### src/hdl/periodic_timer_slot_table_assert.svh
// Assertion macros for the periodic timer slot table.
`ifndef PERIODIC_TIMER_SLOT_TABLE_ASSERT_SVH
`define PERIODIC_TIMER_SLOT_TABLE_ASSERT_SVH
`ifndef SYNTHESIS
`define PTS_ASSERT(lbl, prop, msg) \
  lbl: assert property (@(posedge clk) disable iff (!rst_n) prop) else $error(msg);
`define PTS_ASSERT_ALWAYS(lbl, prop, msg) \
  lbl: assert property (@(posedge clk) prop) else $error(msg);
`else
`define PTS_ASSERT(lbl, prop, msg)
`define PTS_ASSERT_ALWAYS(lbl, prop, msg)
`endif
`endif

### src/hdl/pts_pkg.sv
// Shared types and constants of the periodic timer slot table.
package pts_pkg;
  localparam int SLOTS     = 16;
  localparam int NUM_SLOTS = (SLOTS < 16) ? SLOTS : 16;
  localparam int SLOT_W    = 4;
  localparam int RATE_W    = 21;
  localparam int PER_LAT   = 5;
  localparam int CNT_W     = 3;
  localparam int QUO_W     = 23;
  localparam int RECIP_SH  = 38;

  localparam logic [RATE_W-1:0] RATE_MIN     = 21'd19;
  localparam logic [RATE_W-1:0] RATE_MAX     = 21'd1193182;
  localparam logic [RATE_W-1:0] RATE_DEFAULT = 21'd1000;
  localparam logic [9:0]        MS_PER_S     = 10'd1000;
  // ceil(2^38 / 1000): exact floor(x / 1000) for any 32-bit x
  localparam logic [28:0]       RECIP_1000   = 29'd274877907;

  localparam logic [1:0] CMD_TICK   = 2'd0;
  localparam logic [1:0] CMD_REG    = 2'd1;
  localparam logic [1:0] CMD_UNREG  = 2'd2;
  localparam logic [1:0] CMD_UNUSED = 2'd3;

  localparam logic [1:0] KIND_FIRED = 2'd0;
  localparam logic [1:0] KIND_REG   = 2'd1;
  localparam logic [1:0] KIND_UNREG = 2'd2;

  typedef enum logic [2:0] {
    ST_IDLE,
    ST_WALK,
    ST_DIV,
    ST_EMIT,
    ST_REPLY
  } state_t;

  typedef struct packed {
    logic        active;
    logic [15:0] handle;
    logic [31:0] tag;
    logic [31:0] interval;
    logic [63:0] due;
  } slot_t;
endpackage

### src/hdl/pts_period.sv
// Period unit: ms * rate / 1000 in ticks, floor at one, by reciprocal multiplication.
module pts_period (
  input  logic                         clk,
  input  logic                         rst_n,
  input  logic                         start,
  input  logic [31:0]                  ms,
  input  logic [pts_pkg::RATE_W-1:0]   rate,
  output logic                         busy,
  output logic                         done,
  output logic [63:0]                  ticks
);
  logic                         busy_r;
  logic                         done_r;
  logic [pts_pkg::CNT_W-1:0]    cnt_r;
  logic [31:0]                  ms_r;
  logic [pts_pkg::RATE_W-1:0]   rate_r;
  logic [pts_pkg::QUO_W-1:0]    q1_r;
  logic [9:0]                   r1_r;
  logic [43:0]                  qr_r;
  logic [30:0]                  t_r;
  logic [pts_pkg::QUO_W-1:0]    f_r;
  logic [43:0]                  sum_r;
  logic [60:0]                  q1_prod;
  logic [60:0]                  f_prod;

  // ms*rate/1000 = (ms/1000)*rate + ((ms%1000)*rate)/1000, one step a cycle
  assign q1_prod = 61'(ms_r) * 61'(pts_pkg::RECIP_1000);
  assign f_prod  = 61'(t_r) * 61'(pts_pkg::RECIP_1000);

  always_ff @(posedge clk) begin
    if (!rst_n) begin
      busy_r <= 1'b0;
      done_r <= 1'b0;
      cnt_r  <= '0;
    end else begin
      done_r <= 1'b0;
      if (start && !busy_r) begin
        busy_r <= 1'b1;
        cnt_r  <= '0;
      end else if (busy_r) begin
        cnt_r <= cnt_r + 1'b1;
        if (cnt_r == pts_pkg::CNT_W'(pts_pkg::PER_LAT - 1)) begin
          busy_r <= 1'b0;
          done_r <= 1'b1;
        end
      end
    end
  end

  always_ff @(posedge clk) begin
    if (start && !busy_r) begin
      ms_r   <= ms;
      rate_r <= rate;
    end else if (busy_r) begin
      q1_r  <= q1_prod[pts_pkg::RECIP_SH +: pts_pkg::QUO_W];
      r1_r  <= 10'(ms_r - 32'(q1_r) * 32'(pts_pkg::MS_PER_S));
      qr_r  <= 44'(q1_r) * 44'(rate_r);
      t_r   <= 31'(r1_r) * 31'(rate_r);
      f_r   <= f_prod[pts_pkg::RECIP_SH +: pts_pkg::QUO_W];
      sum_r <= qr_r + 44'(f_r);
    end
  end

  assign busy  = busy_r;
  assign done  = done_r;
  assign ticks = (sum_r == '0) ? 64'd1 : 64'(sum_r);
endmodule

### config.mk
export PLATFORM = sky130hd
export DESIGN_NAME = pts_period
export DESIGN_NICKNAME = d
export VERILOG_FILES = /design/src/hdl/periodic_timer_slot_table_assert.svh /design/src/hdl/pts_pkg.sv /design/src/hdl/pts_period.sv
export SDC_FILE = /design/constraint.sdc
export NUM_CORES = 2
export LEC_CHECK = 0
export BUFFER_PORTS_ARGS = -buffer_cell sky130_fd_sc_hd__buf_4
export CAP_MARGIN = 20
export CORE_MARGIN = 3
export CORE_UTILIZATION = 25
export DETAILED_ROUTE_END_ITERATION = 8
export MAX_ROUTING_LAYER = met4
export PLACE_DENSITY = 0.39
export REMOVE_ABC_BUFFERS = 1
export SETUP_SLACK_MARGIN = 0.3
export SYNTH_ARGS = -nofsm -noshare
export SYNTH_HDL_FRONTEND = slang
export SYNTH_SLANG_ARGS = --single-unit
### constraint.sdc
create_clock -name clk -period 7.9 [get_ports clk]
set_input_delay 1.975 -clock clk [delete_from_list [all_inputs] [get_ports clk]]
set_output_delay 1.975 -clock clk [all_outputs]
set_load 0.1 [all_outputs]
# == After elaboration in Yosys (flattened, before gate mapping) ==
# Cells that the tools add are included.
# op_classes
n_reduce_logical,6
muxes,5
multipliers,5
n_bitwise,3
eq_ne,1
add_sub_neg,3
# op_table
cell,count
multiplier 32 x 29 -> 61 bit (second input constant),1
multiplier 31 x 29 -> 60 bit (second input constant),1
adder 44 x 22 -> 44 bit,1
zero test 44 bit,1
multiplier 23 x 21 -> 44 bit,1
two-way mux 44 bit,1
multiplier 10 x 21 -> 31 bit,1
multiplier 23 x 7 -> 7 bit (second input constant),1
subtractor 10 bit,1
two-way mux 1 bit,4
adder 3 x 1 -> 3 bit (second input constant),1
== test 3 bit (second input constant),1
NOT 1 bit,3
OR reduction 3 bit,1
AND reduction 2 bit,1
OR reduction 2 bit,1
logical AND 1 bit,1
zero test 1 bit,1
# word_totals
regBits,232
inputBits,56
elab_cells,34
output_inout_bits,66

# == Logic depth before layout (Yosys ltp) ==
# depth
word_depth,4
depth_mapped,29
mapped_depth_nobuf,27

# == Worst setup path before layout ==
# No wires, ideal clock.
# synth_path
kind,flip-flop to flip-flop
from,register ms_r[20]
to,register q1_r[11] (netlist bit) (data pin)
arrival_ps,6553
n_path_buf,0
required_time_ps,7642
setup_ps,258
synth_period_minus_slack_ps,6811
slack_ps,1089
stages_incl_launch_ff,27
path_cell_list,edfxtp_1 -> ha_1 -> fa_1 -> fa_1 -> inv_1 -> fa_1 -> inv_1 -> fa_1 -> inv_1 -> fa_1 -> inv_1 -> fa_1 -> inv_1 -> fa_1 -> inv_1 -> ha_1 -> and4_1 -> and3b_1 -> o311ai_0 -> nand2_1 -> a31oi_1 -> o21ai_1 -> a21oi_1 -> o21ai_1 -> a21o_1 -> a21oi_1 -> xnor2_1
# synth_via
elab_chain_cells,1
# synth_lines
item,line_no,rtl
start: declaration,pts_period.sv:15,logic [31:0] ms_r;
start signal: assignment,pts_period.sv:52,ms_r <= ms;
multiplier 32 x 29 -> 61 bit,pts_period.sv:27,assign q1_prod = 61'(ms_r) * 61'(pts_pkg::RECIP_1000);
named net q1_prod[49],pts_period.sv:23,logic [60:0] q1_prod;
end signal: assignment,pts_period.sv:55,q1_r <= q1_prod[pts_pkg::RECIP_SH +: pts_pkg::QUO_W];
end: declaration,pts_period.sv:17,logic [pts_pkg::QUO_W-1:0] q1_r;
# The timed path passes the listed nets, and every way through them passes these cells.
# A chain may end at the register's enable or synchronous reset.

# == Final worst setup path ==
# layout_path
from,register t_r[19]
to,register f_r[16] (netlist bit) (data pin)
# layout_via
elab_chain_cells,1
# layout_lines
item,line_no,rtl
start: declaration,pts_period.sv:20,logic [30:0] t_r;
start signal: assignment,pts_period.sv:58,t_r <= 31'(r1_r) * 31'(rate_r);
multiplier 31 x 29 -> 60 bit,pts_period.sv:28,assign f_prod = 61'(t_r) * 61'(pts_pkg::RECIP_1000);
named net f_prod[54],pts_period.sv:24,logic [60:0] f_prod;
end signal: assignment,pts_period.sv:59,f_r <= f_prod[pts_pkg::RECIP_SH +: pts_pkg::QUO_W];
end: declaration,pts_period.sv:21,logic [pts_pkg::QUO_W-1:0] f_r;
# The timed path passes the listed nets, and every way through them passes these cells.

==> metrics <==
CP Class=flop to flop; EDFF count, synth=227; Hold WS=0.568 ns; worst-skew pair later-pin latency=0.67 ns; layout cells sized above 1=6.80%; Worst R2R Start=t_r[19]; CTS H-tree lvls=2; CTS hold repair buffers=0; port buffer count=101; Fin Clk Skew=0.0673 ns; GRT overflow=0; largest net degree at the start of global routing=147; Slew headroom=34.5%; vias per cell=4.17; CP Launch Type=flop; wire length of the first global-routing pass=273 mm; fin crit share=92.6%; clock sinks=232; clock slew at reported path FFs=0.07 ns; syn_area_per_cell=10.0 um2; Worst EP arrival=7.72 ns; final hold violations=0; Highest Clock Rate=137 MHz; Worst R2R End=f_r[16]; commonest register cell after synthesis=edfxtp_1; vias in the first global route=43,600; RSZ-0062 raised after global routing=yes; minimum clock period=7.32 ns; synthesized flop and latch total=232; total die area=243,000 um2; GRT Total Usage=15.2%; Synth Instances=5,931; Root Driver=clkbuf_16; CTS buffer count=39; worst-margin pin slew=0.983 ns; # rows=178; worst hold stages=1; Setup-failing EPs final=0; type of the most critical hold path=flop to flop; CTS tree=done; initial antenna violation count=7; Final ANT Viol Nets=0; Post-route DRC=0; worst setup path endpoint=f_r[16]; Seq/Total Area, Yosys=11.6%; post-route setup TNS=0 ns; Wirelength per Cell=18.9 um; Reg2Reg Setup Slack=0.58 ns; Slowest-stage cell, CP=fa_1; Initial Utilization=25.2%; Placer Congestion=0.882; Layout area overhead=12.1%; 1st-pass router iterations=4; NumNets Final=8,322; CP Launch Point=t_r[19]; Synth Cell Area=59,400 um2; status=finished clean; crit-path max cell delay=0.50 ns; most common cell after layout, fill and taps aside=inv_1; die height=493 um; via count=38,700; drt initial violations=1,257; clk buf depth=3; Pins Over Slew Limit=0; Async SR Flop Fraction=0%; dpl hpwl=153 mm; floorplan core area=236,000 um2; Worst setup EP type=flop; critical-path maximum fanout=4; Netlist cell types=76; wirelength, routed=175 mm; Synth Warn #=0; commonest non-fill, non-tap cells in the layout=inv_1 (1,635), fa_1 (1,136), ha_1 (1,026); reg2reg path depth=27; die width=493 um; Max-cap violations=0; Top Ports=122; worst endpoint required time=8.30 ns; Most Frequent Cell on Critical Path=fa_1
synth_stat cells (all sizes together), types with 4 or more instances:
master   count  area [um2]
o21bai      26         199
clkbuf     185         694
xor2        64         561
a31oi       12        75.1
nor2        71         267
nand2      434        1630
o2111ai      7        61.3
and4         6        55.1
and2       336        2100
a21o        91         683
nand4       21         131
nand3       37         185
xnor2      103         902
nor2b       26         163
edfxtp     227        6820
o21ai       88         467
fa        1136       22700
o31ai        5        42.5
and3        18         113
dfxtp        5         100
ha        1030       12900
a2111oi      5        62.6
a221o        4        40.0
a21oi      154         778
nor3b        5        37.5
nor4        13        81.3
a211oi      20         155
o211ai      13        97.6
a211o        4        35.0
nand2b      19         119
inv       1635        6140
a221oi       4        35.0
nor3        29         145
buf         20         150
o21a        30         225
worst max-delay path: cells and delay by family, from the launching register on:
| family | cells | cell delay, ns |
|---|---|---|
| adder cells (fa/ha/maj) | 9 | 3.86 |
| AO/OA/AOI/OAI | 9 | 1.81 |
| buffers and inverters | 7 | 0.70 |
| flip-flops | 1 | 0.49 |
| XOR/XNOR | 1 | 0.12 |
| AND/OR/NAND/NOR | 1 | 0.06 |
flip-flops by register name (all words and copies together), names as in the netlist:
name and flops:
rate_r 21, r1_r 10, f_r 22, cnt_r 3
t_r 31, busy 1, q1_r 23, qr_r 44
done 1, ms_r 32, sum_r 44
repair_timing:
action | 4_1_cts | 5_1_grt
setup buffers | 4 | 26
endpoints found under the hold margin | 0 | 0
resized for setup | 5 | 26
pin swaps | 1 | 7
endpoints found under the setup margin | 12 | 25
per-stage QoR:
stage / setup WS, ns / cell area [um2] / std cells / utilization (%)
6_report: 0.582 / 66600 / 9279 / 28.2
4_1_cts: 0.293 / 66200 / 9252 / 28.1
2_1_floorplan: -1.82 / 58600 / 5745 / -
5_1_grt: 0.264 / 66600 / 9278 / 28.2
3_5_place_dp: 0.129 / 64800 / 9179 / 27.5
3_3_place_gp: 0.166 / 64800 / 9179 / 27.5
area by class of cell:
class	count	area (um2)
clock buffer	45	998
sequential	232	6920
antenna	1	2.50
clock inverter	24	329
inverter	1635	6140
tap	3150	3940
timing repair buffer	314	2490
multi-input combinational	3878	45700
fill	24900	169000
routing by layer:
metal	wire length, um	vias up	track usage (%)	share of wire [%]
met5	0	-	-	0
met4	3120	0	2.71	1.8
met3	3960	137	1.19	2.3
met2	84600	417	25.2	48
met1	83400	19700	20.4	48
li1	-	18500	-	-
logic make-up (layout without fill, tap and decap cells):
| logic type | after synthesis | after routing | synth area share [%] |
|---|---|---|---|
| AOI/OAI and AO/OA | 497 | 497 | 5.52 |
| xor gates and xnor gates | 167 | 167 | 2.46 |
| adders and majority gates | 2166 | 2166 | 60.0 |
| buffers and inverters | 1840 | 2018 | 11.8 |
| DFF | 232 | 232 | 11.6 |
| other | 1 | 21 | 0.00631 |
| and+or+nand+nor | 1028 | 1028 | 8.63 |
worst min-delay path by stage:
stage | from | slack, ns | endpoint
detailed placement | cnt_r[2] | 0.55 | done
finish | cnt_r[2] | 0.57 | done
floorplan | f_r[0] | 0.51 | sum_r[0]
global placement | cnt_r[2] | 0.56 | done
global route | cnt_r[2] | 0.59 | done
CTS | cnt_r[2] | 0.57 | done
Power is not shown: default switching activity piles up to over one toggle a cycle in this logic, so the estimate is an artifact.
